==> config.mk <==
export PLATFORM = sky130hd
export DESIGN_NAME = packet_deframer_xor_check_unit
export DESIGN_NICKNAME = d
export VERILOG_FILES = /design/src/sv/pdxc_pkg.sv /design/src/sv/packet_deframer_xor_check_unit.sv
export VERILOG_INCLUDE_DIRS = /design/src /design/src/sv
export SDC_FILE = /design/constraint.sdc
export NUM_CORES = 1
export LEC_CHECK = 0
export ABC_CLOCK_PERIOD_IN_PS = 3400
export BUFFER_PORTS_ARGS = -buffer_cell sky130_fd_sc_hd__buf_2
export CAP_MARGIN = 20
export CORE_ASPECT_RATIO = 0.9
export CORE_MARGIN = 2
export CORE_UTILIZATION = 60
export CTS_CLUSTER_SIZE = 24
export DETAILED_ROUTE_END_ITERATION = 7
export PLACE_DENSITY = 0.8
export SLEW_MARGIN = 20
export SYNTH_ARGS = -nofsm -noshare
export SYNTH_HDL_FRONTEND = slang
export SYNTH_SLANG_ARGS = --single-unit
==> constraint.sdc <==
create_clock -name clk -period 3.4 [get_ports clk]
set_input_delay 0.68 -clock clk [delete_from_list [all_inputs] [get_ports clk]]
set_output_delay 0.68 -clock clk [all_outputs]
set_load 0.02 [all_outputs]
==> src/sv/assert_macros.svh <==
// assertion macros used by the deframer rtl file
`ifndef ASSERT_MACROS_SVH
`define ASSERT_MACROS_SVH

// condition must never hold outside reset
`define ASSERT_NEVER(label, clk, rst, cond) \
  label: assert property (@(posedge clk) disable iff (rst) !(cond)) \
    else $error("assertion failed: forbidden condition seen");

// antecedent implies consequent in the same cycle
`define ASSERT_IMPLIES(label, clk, rst, ante, cons) \
  label: assert property (@(posedge clk) disable iff (rst) (ante) |-> (cons)) \
    else $error("assertion failed: implication violated");

// antecedent implies consequent in the next cycle
`define ASSERT_NEXT(label, clk, rst, ante, cons) \
  label: assert property (@(posedge clk) disable iff (rst) (ante) |=> (cons)) \
    else $error("assertion failed: next-cycle implication violated");

`endif

==> src/sv/pdxc_pkg.sv <==
// types and constants of the packet deframer with xor check
`timescale 1ns / 1ps

package pdxc_pkg;

  localparam logic [2:0] HEADER_BYTES = 3'd6;
  localparam logic [7:0] SUM_OK       = 8'h00;

  localparam logic [1:0] PH_HEADER  = 2'd0;
  localparam logic [1:0] PH_PAYLOAD = 2'd1;
  localparam logic [1:0] PH_TRAILER = 2'd2;
  localparam logic [1:0] PH_UNUSED  = 2'd3;

  localparam logic [2:0] KIND_PAYLOAD   = 3'd0;
  localparam logic [2:0] KIND_OK        = 3'd1;
  localparam logic [2:0] KIND_SUM_ERROR = 3'd2;
  localparam logic [2:0] KIND_CLEAN_END = 3'd3;
  localparam logic [2:0] KIND_TRUNCATED = 3'd4;

  typedef struct packed {
    logic        valid;
    logic [2:0]  kind;
    logic [7:0]  payload_byte;
    logic [7:0]  packet_type;
    logic [15:0] payload_length;
  } result_t;

endpackage

==> src/sv/packet_deframer_xor_check_unit.sv <==
// packet deframer with even/odd xor check, input register and result register
// an input transfer is captured in the input register, then its result in the output register
// throughput: one byte per cycle while out_stall is low, set by the single register-to-register pass
// an input transfer is taken while a result waits only if the input register is empty, and is held there
// reset: synchronous, clears deframer state and both valid flags
`timescale 1ns / 1ps
`include "assert_macros.svh"

module packet_deframer_xor_check_unit (
  input  logic        clk,
  input  logic        rst,
  input  logic        in_valid,
  output logic        in_stall,
  input  logic [7:0]  data_byte,
  input  logic        stream_end,
  output logic        out_valid,
  input  logic        out_stall,
  output logic [2:0]  kind,
  output logic [7:0]  payload_byte,
  output logic [7:0]  packet_type,
  output logic [15:0] payload_length
);

  logic        hold_valid;
  logic [7:0]  hold_byte;
  logic        hold_end;

  logic [1:0]  phase, phase_next;
  logic [2:0]  header_index, header_index_next;
  logic [15:0] length_reg, length_reg_next;
  logic [15:0] remaining, remaining_next;
  logic [7:0]  type_reg, type_reg_next;
  logic [7:0]  xor_sums [2];
  logic [7:0]  xor_sums_next [2];
  logic        odd_position, odd_position_next;
  logic [1:0]  trailer_left, trailer_left_next;

  pdxc_pkg::result_t res;

  logic        out_free;
  logic        advance;
  logic [1:0]  phase_eff;
  logic [2:0]  idx_inc;
  logic [15:0] rem_dec;
  logic [1:0]  tl_dec;

  assign out_free = !out_valid || !out_stall;
  assign advance  = hold_valid && out_free;
  assign in_stall = hold_valid && !out_free;

  always_comb begin
    phase_next        = phase;
    header_index_next = header_index;
    length_reg_next   = length_reg;
    remaining_next    = remaining;
    type_reg_next     = type_reg;
    xor_sums_next[0]  = xor_sums[0];
    xor_sums_next[1]  = xor_sums[1];
    odd_position_next = odd_position;
    trailer_left_next = trailer_left;
    res               = '0;
    idx_inc           = 3'(header_index + 3'd1);
    rem_dec           = 16'(remaining - 16'd1);
    tl_dec            = (trailer_left != 2'd0) ? 2'(trailer_left - 2'd1) : 2'd0;

    if (phase inside {pdxc_pkg::PH_PAYLOAD, pdxc_pkg::PH_TRAILER}) begin
      phase_eff = phase;
    end else begin
      phase_eff = pdxc_pkg::PH_HEADER;
    end
    phase_next = phase_eff;

    if (hold_end) begin
      res.valid = 1'b1;
      if (phase_eff == pdxc_pkg::PH_HEADER && header_index == 3'd0) begin
        res.kind = pdxc_pkg::KIND_CLEAN_END;
      end else begin
        res.kind           = pdxc_pkg::KIND_TRUNCATED;
        res.packet_type    = type_reg;
        res.payload_length = length_reg;
        phase_next         = pdxc_pkg::PH_HEADER;
        header_index_next  = 3'd0;
      end
    end else begin
      case (phase_eff)
        pdxc_pkg::PH_PAYLOAD: begin
          xor_sums_next[odd_position] = xor_sums[odd_position] ^ hold_byte;
          odd_position_next           = !odd_position;
          remaining_next              = rem_dec;
          if (rem_dec == 16'd0) begin
            phase_next        = pdxc_pkg::PH_TRAILER;
            trailer_left_next = 2'(2'd2 + {1'b0, !odd_position});
          end
          res.valid          = 1'b1;
          res.kind           = pdxc_pkg::KIND_PAYLOAD;
          res.payload_byte   = hold_byte;
          res.packet_type    = type_reg;
          res.payload_length = length_reg;
        end
        pdxc_pkg::PH_TRAILER: begin
          xor_sums_next[odd_position] = xor_sums[odd_position] ^ hold_byte;
          odd_position_next           = !odd_position;
          trailer_left_next           = tl_dec;
          if (tl_dec == 2'd0) begin
            phase_next        = pdxc_pkg::PH_HEADER;
            header_index_next = 3'd0;
            res.valid         = 1'b1;
            if (xor_sums_next[0] == pdxc_pkg::SUM_OK &&
                xor_sums_next[1] == pdxc_pkg::SUM_OK) begin
              res.kind = pdxc_pkg::KIND_OK;
            end else begin
              res.kind = pdxc_pkg::KIND_SUM_ERROR;
            end
            res.packet_type    = type_reg;
            res.payload_length = length_reg;
          end
        end
        default: begin
          // start of packet clears length and type and restarts the sums and parity with the first byte
          if (header_index == 3'd0) begin
            xor_sums_next[0]  = 8'h00;
            xor_sums_next[1]  = 8'h00;
            length_reg_next   = 16'h0000;
            type_reg_next     = 8'h00;
            xor_sums_next[0]  = hold_byte;
            odd_position_next = 1'b1;
          end else begin
            xor_sums_next[odd_position] = xor_sums[odd_position] ^ hold_byte;
            odd_position_next           = !odd_position;
          end
          if (header_index == 3'd2) begin
            length_reg_next = {hold_byte, length_reg[7:0]};
          end else if (header_index == 3'd3) begin
            length_reg_next = {length_reg[15:8], hold_byte};
          end else if (header_index == 3'd4) begin
            type_reg_next = hold_byte;
          end
          header_index_next = idx_inc;
          if (idx_inc >= pdxc_pkg::HEADER_BYTES) begin
            header_index_next = 3'd0;
            remaining_next    = length_reg_next;
            if (length_reg_next == 16'd0) begin
              phase_next        = pdxc_pkg::PH_TRAILER;
              trailer_left_next = 2'(2'd2 + {1'b0, odd_position_next});
            end else begin
              phase_next = pdxc_pkg::PH_PAYLOAD;
            end
          end
        end
      endcase
    end
  end

  always_ff @(posedge clk) begin
    if (rst) begin
      hold_valid   <= 1'b0;
      out_valid    <= 1'b0;
      phase        <= pdxc_pkg::PH_HEADER;
      header_index <= 3'd0;
      length_reg   <= 16'h0000;
      remaining    <= 16'h0000;
      type_reg     <= 8'h00;
      xor_sums[0]  <= 8'h00;
      xor_sums[1]  <= 8'h00;
      odd_position <= 1'b0;
      trailer_left <= 2'd0;
    end else begin
      if (!in_stall) begin
        hold_valid <= in_valid;
      end
      if (out_free) begin
        out_valid <= advance && res.valid;
      end
      if (advance) begin
        phase        <= phase_next;
        header_index <= header_index_next;
        length_reg   <= length_reg_next;
        remaining    <= remaining_next;
        type_reg     <= type_reg_next;
        xor_sums[0]  <= xor_sums_next[0];
        xor_sums[1]  <= xor_sums_next[1];
        odd_position <= odd_position_next;
        trailer_left <= trailer_left_next;
      end
    end
  end

  always_ff @(posedge clk) begin
    if (in_valid && !in_stall) begin
      hold_byte <= data_byte;
      hold_end  <= stream_end;
    end
    if (advance && res.valid) begin
      kind           <= res.kind;
      payload_byte   <= res.payload_byte;
      packet_type    <= res.packet_type;
      payload_length <= res.payload_length;
    end
  end

  `ASSERT_NEVER(a_phase_code, clk, rst, phase == pdxc_pkg::PH_UNUSED)
  `ASSERT_NEVER(a_header_index, clk, rst, header_index >= pdxc_pkg::HEADER_BYTES)
  `ASSERT_IMPLIES(a_trailer_count, clk, rst, phase == pdxc_pkg::PH_TRAILER, trailer_left != 2'd0)
  `ASSERT_IMPLIES(a_payload_zero, clk, rst,
                  out_valid && kind != pdxc_pkg::KIND_PAYLOAD, payload_byte == 8'h00)
  `ASSERT_NEXT(a_stall_holds, clk, rst, in_stall, hold_valid)

endmodule
* Word-level counts from Yosys, hierarchy flattened
Memory sizes are Yosys's and may differ from the RTL's. A register that Yosys moved wholly into a read port is not among the register bits. Cells that the tools add are included.
Word-level totals: word-level logic and storage cells 132, memory bits (writable) 16, memories kept 1, register bits after elaboration 94, bits of input ports 13
Cells by class: $lt $le $gt $ge 3, reduce and logical (&&, ||, !) cells 32, equality and inequality tests 11, add/subtract/negate cells 5, bitwise logic cells 8, muxes and demuxes 57
Memories:
- xor_sums | depth 2, width 8, rd ports 3, clocked after Yosys merged registers in 1, write ports 2, line packet_deframer_xor_check_unit.sv:33 | logic [7:0] xor_sums [2];
Operators with widths (number):
- $mux W16 | 9
- $mux W24 | 3
- $mux W8 | 7
- $pmux W24 S2 | 1
- $logic_not A16 Y1 | 2
- $pmux W16 S2 | 1
- $mux W2 | 12
- $bwmux W16 | 1
- $logic_not A8 Y1 | 2
- $sub A16 B1 Y16 const B | 1
- $mux W3 | 5
- $mux W1 | 11
- $demux W8 S1 | 1
- $mux W4 | 2
- $pmux W2 S2 | 2
- $pmux W4 S2 | 1
- $reduce_and A4 Y1 | 2
- $xor A8 B8 Y8 | 1
- $logic_and A1 B1 Y1 | 7
- $eq A3 B2 Y1 const B | 2
- $ne A2 B2 Y1 const B | 3
- $pmux W3 S2 | 1
- $reduce_bool A2 Y1 | 3
- $reduce_bool A3 Y1 | 2
- other kinds (21) | 34

* Logic depth before layout (Yosys ltp)
Gate-level depths: netlist of the first run.
depth in word-level cells 13, gate-level depth with buffers 12, mapped depth without buffers 10

* Least setup slack after synthesis of the first run
Ideal clock, no wire load.
path type input to register, start point input port out_stall, end point register kind[0], enable pin, library setup time 0.429 ns, path buffers 1, arrival time 2.559 ns, stages 4, required time 2.971 ns, path slack 0.413 ns, cell sequence nand2_1 > nand2_1 > clkbuf_1 > nor2_1
On the way: word-level cells in the longest chain between the ends 4
RTL lines:
- start, declared | line packet_deframer_xor_check_unit.sv:17 | input logic out_stall,
- $logic_not A1 Y1 | line packet_deframer_xor_check_unit.sv:47 | assign out_free = !out_valid || !out_stall;
- $logic_or A1 B1 Y1 | line packet_deframer_xor_check_unit.sv:47
- $logic_and A1 B1 Y1 | line packet_deframer_xor_check_unit.sv:48 | assign advance = hold_valid && out_free;
- $logic_and A1 B1 Y1 | line packet_deframer_xor_check_unit.sv:193 | if (advance && res.valid) begin
- end signal, assigned | line packet_deframer_xor_check_unit.sv:194 | kind <= res.kind;
- end, declared | line packet_deframer_xor_check_unit.sv:18 | output logic [2:0] kind,
No other way between the ends. A chain may end at the register's enable or synchronous reset.

* Final worst setup path of the first run
start point register header_index[0], end point register trailer_left[1]
On the way: word-level cells in the longest chain between the ends 9, elaborated cells on any way between the ends 21, classes of those cells 2 x add/sub; 1 x order compare; 2 x eq/ne; 11 x mux; 5 x reduce/logical
RTL lines:
- start, declared | line packet_deframer_xor_check_unit.sv:29 | logic [2:0] header_index, header_index_next;
- start signal, assigned | line packet_deframer_xor_check_unit.sv:176 | header_index <= header_index_next;
- $logic_not A3 Y1 | line packet_deframer_xor_check_unit.sv:120 | if (header_index == 3'd0) begin
- $mux W16 | line packet_deframer_xor_check_unit.sv:120
- $mux W16 | line packet_deframer_xor_check_unit.sv:133 | end else if (header_index == 3'd3) begin
- $mux W16 | line packet_deframer_xor_check_unit.sv:131 | if (header_index == 3'd2) begin
- $mux W16 | line packet_deframer_xor_check_unit.sv:85 | case (phase_eff)
- $mux W16 | line packet_deframer_xor_check_unit.sv:73 | if (hold_end) begin
- $logic_not A16 Y1 | line packet_deframer_xor_check_unit.sv:142 | if (length_reg_next == 16'd0) begin
- $reduce_bool A3 Y1 (no source line)
- $reduce_and A5 Y1 (no source line)
- end signal, assigned | line packet_deframer_xor_check_unit.sv:183 | trailer_left <= trailer_left_next;
- end, declared | line packet_deframer_xor_check_unit.sv:36 | logic [1:0] trailer_left, trailer_left_next;
Parallel ways exist; a longest one is shown, timed or not. The select of a mux whose other input is x is not followed.

==> flow_summary.toml, run 1 <==
[setup_path]
critical_path_required_ns = 3.66
crit_top_cell = "ha_1"
crit_type = "reg -> reg"
endpoint_kind = "register"
worstPathMaxFanout = 12
slowest_delay_ns = 0.61
path_cells = "ha_1 > ha_1 > nor2b_1 > o21ai_1 > a22oi_1 > nor4b_1 > nand4_1 > nand3_1 > a311o_1 > o41ai_1"
startpoint_type = "register"
critPathArrivalTime_ns = 3.24
cpMaxStageDelayCell = "o21ai_1"

[synthesis]
synth_common_cells = "nor2_1, edfxtp_1, a21oi_1, nand2_1, dfxtp_1"
yosysWarningCount = 0
synth_top_family_by_area = "simple AND/OR/NAND/NOR gates"
synth_compound_area_frac = 0.223
seq_area_frac_synth = 0.458
synth_top_area_share = 0.292
yosys.area.top_type = "edfxtp_1"
synth-adder-area-share = 0.0183
ys_types = 61
synth.avg_cell_area_sq_um = 8.98
synth_xor_xnor_area_share = 0.00406
synthSimpleGateAreaFrac = 0.251
ys.flop_type = "edfxtp_1"
syn_area_sq_um = 6170
synth_edf_count = 60
ys_ff_latch = 111
async_flop_share = 0
syn_nets = 709
netlist_top_cells_area = "edfxtp_1, dfxtp_1, nor2_1"
syn_inst = 687
yosysMostFrequentCell = "nor2_1"
synth.area.mux_share = 0.00162

[clock_tree]
post-cts-setup-buffer-count = 0
clock-sinks = 111
cts_max_path_buffers = 2
cts-root-buf = "clkbuf_16"
cts_tree = "built"
clk_latency_ns = 0.36
cts_buffers = 9
htreeDepth = 3
cts_resized = 0
hold_buffers = 0
cts.clk_slew.worst_paths_ns = 0.08

[power]
pwr-share-clk = 0.372
p_int_mw = 2.11
swShare = 0.264
leakagePower_nw = 2.36
sequentialPowerShare = 0.522
pwr_density_cell_nw_per_um2 = 423
p_switching_mw = 0.758
ir_drop_mv = 0.332
p_comb_frac = 0.107

[finish]
fillers = 811
nets = 730
diodes = 0
fin_util = 0.670
layout-drive-gt1-share = 0.149
syn_to_final_growth_pct = 9.86
final_area_sq_um = 6770

[outcome]
status = "finished clean"

[global_routing]
grt_pass1_vias = 4921
grt_usage = 0.288
grt_pass1_wl_um = 25400
grt_start_max_net_pins = 41
grt_overflow = 0
antenna_found_initial = 0

[routing]
drtIter0Drc = 540
met3_length_um = 1710
firstDrtPassIters = 6
wl_met1_um = 7010
remaining_drc_errors = 0
wl_um = 16100
ant_nets = 0
vias = 5500
wl_per_cell_um = 19.1
top_layer = "met4"
viasPerCell = 6.53
route.met2.wl_um = 7130

[timing]
finalCritPeriodShare = 0.878
min_period_ns = 2.98
fin_setup_tns_ns = 0
finClkSkew_ns = 0.0116
hold_violations = 0
worst_slack_ns = 0.416
fmax_mhz = 335
rsz0062_at_grt = "no"
maxSlewViolCount = 0
hold_slack_ns = 0.491
slew_headroom = 0.496
finalSetupViolations = 0
tightest_slew_ns = 0.751

[place]
post-place-ws_ns = 0.155
hpwl_um = 10900
place_area_sq_um = 6470
routabilityCongestion = 0.872
port_buffers = 49

[die]
num_rows = 35
core-area_sq_um = 10100
die_h_um = 100
initial_core_util = 0.610
fp.dieW_um = 111
dieArea_sq_um = 11100
ioPinCount = 50

[min_path]
hold_path.class = "in -> reg"

[flow_run]
maxCapViolCount = 0
-- per-stage QoR --
step                      total power [mW]  std cells
after floorplan                       1.73        687
after CTS                             2.87        842
final                                 2.87        842
after global routing                  2.96        842
after global placement                1.81        826
after detailed placement              1.82        826
-- final timing paths --
check / slack, ns / cells past startpoint / from / to
max: 0.42 / 10 / header_index[0] / trailer_left[1]
max reg2reg: 0.42 / 10 / header_index[0] / trailer_left[1]
min reg2reg: 0.49 / 2 / length_reg[6] / length_reg[6]
min: 0.49 / 1 / data_byte[0] / hold_byte[0]
-- power groups by stage --
stage,sequential [mW],clock (mW),combinational (mW)
after floorplan,1.52,0,0.206
after global placement,1.52,0,0.290
after detailed placement,1.52,0,0.298
after CTS,1.49,1.07,0.300
after global routing,1.50,1.12,0.332
final,1.50,1.07,0.306
-- worst max-delay path: cells and delay by family, from the launching register on --
kind	cells	cell delay [ns]
compound gates	4	1.28
simple gates	4	0.65
fa+ha+maj	2	0.55
flops	1	0.41
-- final cells by class --
| cell class | count | area (sq um) | share of cell area |
|---|---|---|---|
| repair buffers | 65 | 365 | 0.0539 |
| clock inverters | 6 | 50.0 | 0.00739 |
| inverters | 11 | 41.3 | 0.00610 |
| flip-flops and latches | 111 | 2820 | 0.417 |
| clock buffers | 10 | 250 | 0.0369 |
| well taps | 129 | 161 | 0.0238 |
| multi-input cells | 510 | 3080 | 0.455 |
-- logic make-up after synthesis --
logic type,Yosys count
fa+ha+maj,9
xor+xnor,2
buf+inv,66
simple gates,291
mux,1
compound gates,207
flops,111
-- layer usage --
metal  vias to the layer above  global-route usage
met5                         -                   0
li1                       2582                   -
met3                        29              0.0670
met2                       293               0.437
met4                         0              0.0721
met1                      2596               0.421
-- cell usage in the layout, fill, tap and decap left out, drive strengths merged, types with 10 or more instances in the layout --
| cell | count |
|---|---|
| a211oi | 19 |
| a21oi | 60 |
| a22oi | 16 |
| and2 | 37 |
| buf | 65 |
| clkbuf | 10 |
| dfxtp | 51 |
| edfxtp | 60 |
| inv | 13 |
| nand2 | 56 |
| nand2b | 10 |
| nor2 | 84 |
| nor2b | 29 |
| nor3 | 14 |
| o211ai | 10 |
| o21ai | 29 |
| o22ai | 20 |
(Power assumes the default switching activity.)
==> inputs of run 2 (changes only) <==
--- a/config.mk
+++ b/config.mk
@@ -7,7 +7,7 @@
 export NUM_CORES = 1
 export LEC_CHECK = 0
 export ABC_CLOCK_PERIOD_IN_PS = 3400
-export BUFFER_PORTS_ARGS = -buffer_cell sky130_fd_sc_hd__buf_2
+export BUFFER_PORTS_ARGS = -buffer_cell sky130_fd_sc_hd__clkbuf_2
 export CAP_MARGIN = 20
 export CORE_ASPECT_RATIO = 0.9
 export CORE_MARGIN = 2
==> run 2 against run 1 <==
  * Critical path depth stayed put
  * Sequential cell count stayed put
  * Design area stayed put
  * Sequential share of layout area stayed put
  * First-iteration DRC count is 3.5% lower
  * Utilization stayed put
  * Worst hold slack better by 0.0054 ns
  * Highest routed layer unchanged
==> flow_summary.toml, run 2 (synthesis gave the netlist of run 1 again) <==
[outcome]
status = "finished clean"

[power]
ir_drop_mv = 0.412
pwr_density_cell_nw_per_um2 = 427
leakagePower_nw = 2.37

[global_routing]
grt_usage = 0.283
grt_pass1_vias = 4957
antenna_found_initial = 0
grt_overflow = 0
grt_pass1_wl_um = 25000
grt_start_max_net_pins = 38

[die]
initial_core_util = 0.610
ioPinCount = 50
dieArea_sq_um = 11100
core-area_sq_um = 10100
num_rows = 35
die_h_um = 100
fp.dieW_um = 111

[min_path]
hold_depth = 2
worstHoldStart = "length_reg[0]"
hold_path.class = "reg -> reg"
hold_end = "length_reg[0]"

[routing]
remaining_drc_errors = 0
wl_um = 15700
firstDrtPassIters = 5
vias = 5460
viasPerCell = 6.49
wl_per_cell_um = 18.7
drtIter0Drc = 521
ant_nets = 0

[clock_tree]
htreeDepth = 3
cts_tree = "built"
cts_max_path_buffers = 2
cts_buffers = 9
clk_latency_ns = 0.35
cts-root-buf = "clkbuf_16"
cts.clk_slew.worst_paths_ns = 0.07
clock-sinks = 111
post-cts-setup-buffer-count = 0

[finish]
final_area_sq_um = 6770
fillers = 807
instances_no_fill = 841
syn_to_final_growth_pct = 9.86
final_common_cell = "nor2_1"
diodes = 0
final_cell_mix = "nor2_1, edfxtp_1, a21oi_1, nand2_1, dfxtp_1"
layout-drive-gt1-share = 0.149
nets = 729

[timing]
maxSlewViolCount = 0
hold_violations = 0
fmax_mhz = 330
tightest_slew_ns = 0.695
rsz0062_at_grt = "no"
finClkSkew_ns = 0.00830
finalSetupViolations = 0
finalCritPeriodShare = 0.890
slew_headroom = 0.533
fin_setup_tns_ns = 0
min_period_ns = 3.03

[setup_path]
r2r-start = "header_index[0]"
reg2reg_depth = 10
crit_type = "reg -> reg"
startpoint_type = "register"
worstPathMaxFanout = 12
critical_path_required_ns = 3.64
r2r_slack_ns = 0.37
r2r_end = "trailer_left[1]"
critPathArrivalTime_ns = 3.27
endpoint_kind = "register"

[flow_run]
maxCapViolCount = 0

[place]
port_buffers = 49
hpwl_um = 10600
routabilityCongestion = 0.910
dp.cells = 825
place_area_sq_um = 6470
run 2: cell types whose count changed in the layout (fill, tap and decap cells not counted), sizes merged:
cell	change
bufinv	+1
inv	-1
buf	-50
clkbuf	+49
run 2: worst max-delay path by stage:
stage / from / slack, ns / end
after floorplan: out_stall / 0.41 / kind[0]
after global placement: header_index[0] / 0.25 / trailer_left[1]
after detailed placement: header_index[0] / 0.15 / trailer_left[1]
after CTS: header_index[0] / 0.13 / trailer_left[1]
after global routing: header_index[0] / 0.09 / trailer_left[1]
final: header_index[0] / 0.37 / trailer_left[1]
run 2: area by class of cell:
| class | count | area, sq um | area share |
|---|---|---|---|
| Clock buffer | 10 | 239 | 0.0353 |
| Clock inverter | 6 | 66.3 | 0.00979 |
| Inverter | 11 | 41.3 | 0.00610 |
| Multi-Input combinational cell | 510 | 3090 | 0.455 |
| Sequential cell | 111 | 2820 | 0.417 |
| Tap cell | 129 | 161 | 0.0238 |
| Timing Repair Buffer | 64 | 358 | 0.0528 |
run 2: stage by stage:
step | utilization | worst slack, ns | total power, mW | hold slack [ns]
2_1_floorplan | - | 0.413 | 1.73 | 0.445
3_3_place_gp | 0.639 | 0.253 | 1.81 | 0.479
3_5_place_dp | 0.639 | 0.145 | 1.82 | 0.477
4_1_cts | 0.669 | 0.132 | 2.89 | 0.487
5_1_grt | 0.670 | 0.0943 | 2.98 | 0.496
6_report | 0.670 | 0.374 | 2.89 | 0.496
run 2: where the power goes:
part	internal [mW]	switching [mW]	leakage, nW
Clock	0.596	0.497	0.153
Sequential	1.45	0.0482	0.985
Combinational	0.103	0.198	1.23
Total	2.15	0.742	2.37
run 2: what timing repair did:
item | CTS | global route
hold buffers | 0 | 0
endpoints found under the setup margin | 0 | 3
resized for setup | 0 | 1
run 2: routing by layer:
layer | vias up | track usage | part of all wire
li1 | 2581 | - | -
met1 | 2551 | 0.406 | 0.44
met2 | 293 | 0.422 | 0.43
met3 | 35 | 0.0694 | 0.10
met4 | 0 | 0.0990 | 0.023
met5 | - | 0 | 0
run 2: worst max-delay path, cell delays in order (launching register included):
cell	delay [ns]
dfxtp_1	0.36
inv_1	0.10
ha_1	0.32
nor2b_2	0.48
nor2b_1	0.24
o221a_2	0.34
nor4b_1	0.31
nand4_1	0.28
nand2_1	0.15
a31oi_1	0.09
o41ai_1	0.26
==> inputs of run 3 (changes only) <==
--- a/config.mk
+++ b/config.mk
@@ -6,15 +6,16 @@
 export SDC_FILE = /design/constraint.sdc
 export NUM_CORES = 1
 export LEC_CHECK = 0
-export ABC_CLOCK_PERIOD_IN_PS = 3400
+export ABC_AREA = 1
+export ABC_CLOCK_PERIOD_IN_PS = 3670
 export BUFFER_PORTS_ARGS = -buffer_cell sky130_fd_sc_hd__clkbuf_2
 export CAP_MARGIN = 20
 export CORE_ASPECT_RATIO = 0.9
 export CORE_MARGIN = 2
-export CORE_UTILIZATION = 60
+export CORE_UTILIZATION = 64
 export CTS_CLUSTER_SIZE = 24
 export DETAILED_ROUTE_END_ITERATION = 7
-export PLACE_DENSITY = 0.8
+export PLACE_DENSITY = 0.85
 export SLEW_MARGIN = 20
 export SYNTH_ARGS = -nofsm -noshare
 export SYNTH_HDL_FRONTEND = slang
==> constraint.sdc (replaced) <==
create_clock -name clk -period 3.67 [get_ports clk]
set_input_delay 0.734 -clock clk [delete_from_list [all_inputs] [get_ports clk]]
set_output_delay 0.734 -clock clk [all_outputs]
set_load 0.02 [all_outputs]
==> run 3 against run 2 <==
  * Worst hold slack lost 0.024 ns
  * Non-clock buffer count shrank 9
  * Clock power shrank 28%
  * Critical endpoint is now header_index[1]
  * Clock-buffer cell count shrank 1
  * Critical path depth is the same
  * Largest cell class is now sequential cells
  * First-iteration DRC count shrank 6.3%
==> flow_summary.toml, run 3 <==
[synthesis]
synth_edf_count = 60
ys_ff_latch = 111
syn_inst = 721
yosysMostFrequentCell = "nand2_1"
synth_common_cells = "nand2_1, inv_1, nor2_1"
netlist_top_cells_area = "edfxtp_1, dfxtp_1, nand2_1"
ys_types = 42
seq_area_frac_synth = 0.491
syn_nets = 743
syn_area_sq_um = 5750
ys.flop_type = "edfxtp_1"
synth.avg_cell_area_sq_um = 7.98
async_flop_share = 0
yosysWarningCount = 0
synth_top_area_share = 0.313
yosys.area.top_type = "edfxtp_1"

[timing]
tightest_slew_ns = 0.794
maxSlewViolCount = 0
hold_violations = 0
slew_headroom = 0.469
fin_setup_tns_ns = 0
fmax_mhz = 383
rsz0062_at_grt = "no"
min_period_ns = 2.61
finClkSkew_ns = 0.0146
finalSetupViolations = 0
finalCritPeriodShare = 0.712

[global_routing]
grt_overflow = 0
grt_pass1_vias = 4579
grt_usage = 0.295
grt_start_max_net_pins = 36
antenna_found_initial = 0
grt_pass1_wl_um = 22800

[routing]
wl_um = 13700
ant_nets = 0
wl_per_cell_um = 15.4
firstDrtPassIters = 6
vias = 5051
viasPerCell = 5.68
remaining_drc_errors = 0
drtIter0Drc = 488

[die]
die_h_um = 93.9
dieArea_sq_um = 9760
fp.dieW_um = 104
ioPinCount = 50
initial_core_util = 0.665
num_rows = 32
core-area_sq_um = 8650

[setup_path]
path_cells = "inv_1 > ha_1 > nand2_1 > nor2_1 > inv_2 > nor2_1 > inv_1 > o2111ai_1 > o21ai_0 > a21oi_1"
crit_buf_inv = 3
worstPathMaxFanout = 13
startpoint_type = "register"
cpMaxStageDelayCell = "nor2_1"
endpoint_kind = "register"
slowest_delay_ns = 0.62
critPathArrivalTime_ns = 2.92
critical_path_required_ns = 3.98
crit_type = "reg -> reg"
cp_top_family = "simple AND/OR/NAND/NOR gates"

[place]
hpwl_um = 10200
dp.cells = 873
routabilityCongestion = 1.02
port_buffers = 49

[finish]
syn_to_final_growth_pct = 9.73
layout-drive-gt1-share = 0.135
final_cell_mix = "nand2_1, inv_1, nor2_1"
nets = 787
final_common_cell = "nand2_1"
instances_no_fill = 889
fillers = 682
diodes = 0

[clock_tree]
cts.clk_slew.worst_paths_ns = 0.11
cts-root-buf = "clkbuf_8"
cts_tree = "built"
post-cts-setup-buffer-count = 0
cts_buffers = 9
cts_max_path_buffers = 2
cts_resized = 0
clock-sinks = 111
clk_latency_ns = 0.38
hold_buffers = 0
htreeDepth = 3

[power]
pwr_density_cell_nw_per_um2 = 416
ir_drop_mv = 0.219
leakagePower_nw = 2.80

[min_path]
hold_path.class = "reg -> reg"

[flow_run]
maxCapViolCount = 0

[outcome]
status = "finished clean"
## run 3: cell count changes after synthesis, sizes merged, moves of 25 or more
cell	previous run	this run
and2	37	1
clkbuf	46	13
inv	10	108
nand2	56	144
nand3	7	32
nor2	84	114
nor2b	29	0
o21ai	29	63
## run 3: cells by family after synthesis
family	after synthesis	synth area share
xor+xnor	9	0.0137
buf+inv	132	0.0903
simple gates	308	0.230
compound gates	146	0.145
mux	6	0.0104
flops	111	0.491
fa+ha+maj	9	0.0196
## run 3: routing by layer
| layer | share of wire | global-route usage | vias to the layer above |
|---|---|---|---|
| met2 | 0.44 | 0.474 | 250 |
| met5 | 0 | 0 | - |
| li1 | - | - | 2453 |
| met3 | 0.088 | 0.0444 | 31 |
| met4 | 0.019 | 0.0811 | 0 |
| met1 | 0.45 | 0.423 | 2317 |
## run 3: path summary, 6_finish.rpt
path              startpoint              end  slack [ns]  cells after the start
max          header_index[0]  header_index[1]        1.06                     10
min              type_reg[0]      type_reg[0]        0.47                      2
max reg2reg  header_index[0]  header_index[1]        1.06                     10
min reg2reg      type_reg[0]      type_reg[0]        0.47                      2
## run 3: per-stage QoR
| stage | hold WS [ns] | power [mW] | area, sq um | utilization | setup WS (ns) |
|---|---|---|---|---|---|
| 6_report | 0.472 | 2.62 | 6310 | 0.730 | 1.06 |
| 5_1_grt | 0.507 | 2.73 | 6310 | 0.730 | 0.769 |
| 4_1_cts | 0.474 | 2.63 | 6310 | 0.730 | 1.10 |
| 3_5_place_dp | 0.457 | 1.85 | 6090 | 0.704 | 1.13 |
| 3_3_place_gp | 0.451 | 1.84 | 6090 | 0.704 | 1.21 |
| 2_1_floorplan | 0.441 | 1.74 | 5750 | - | 1.41 |
## run 3: area by class of cell
cell class / count / area, sq um / area share
flip-flops and latches: 111 / 2820 / 0.447
multi-input cells: 478 / 2410 / 0.382
inverters: 110 / 415 / 0.0658
repair buffers: 55 / 290 / 0.0460
well taps: 119 / 149 / 0.0236
clock buffers: 9 / 124 / 0.0196
clock inverters: 7 / 100 / 0.0159
## run 3: report_power, final
group          total (mW)  internal [mW]  leakage [nW]  switching [mW]
combinational       0.437          0.127          1.71           0.311
clock               0.789          0.337         0.111           0.453
sequential           1.40           1.36         0.977          0.0366
total                2.62           1.82          2.80           0.800
## run 3: tightest hold or removal path: stages, from the launching register on
cell and delay (ns):
dfxtp_1 0.33, nand2_1 0.06, a21oi_1 0.05
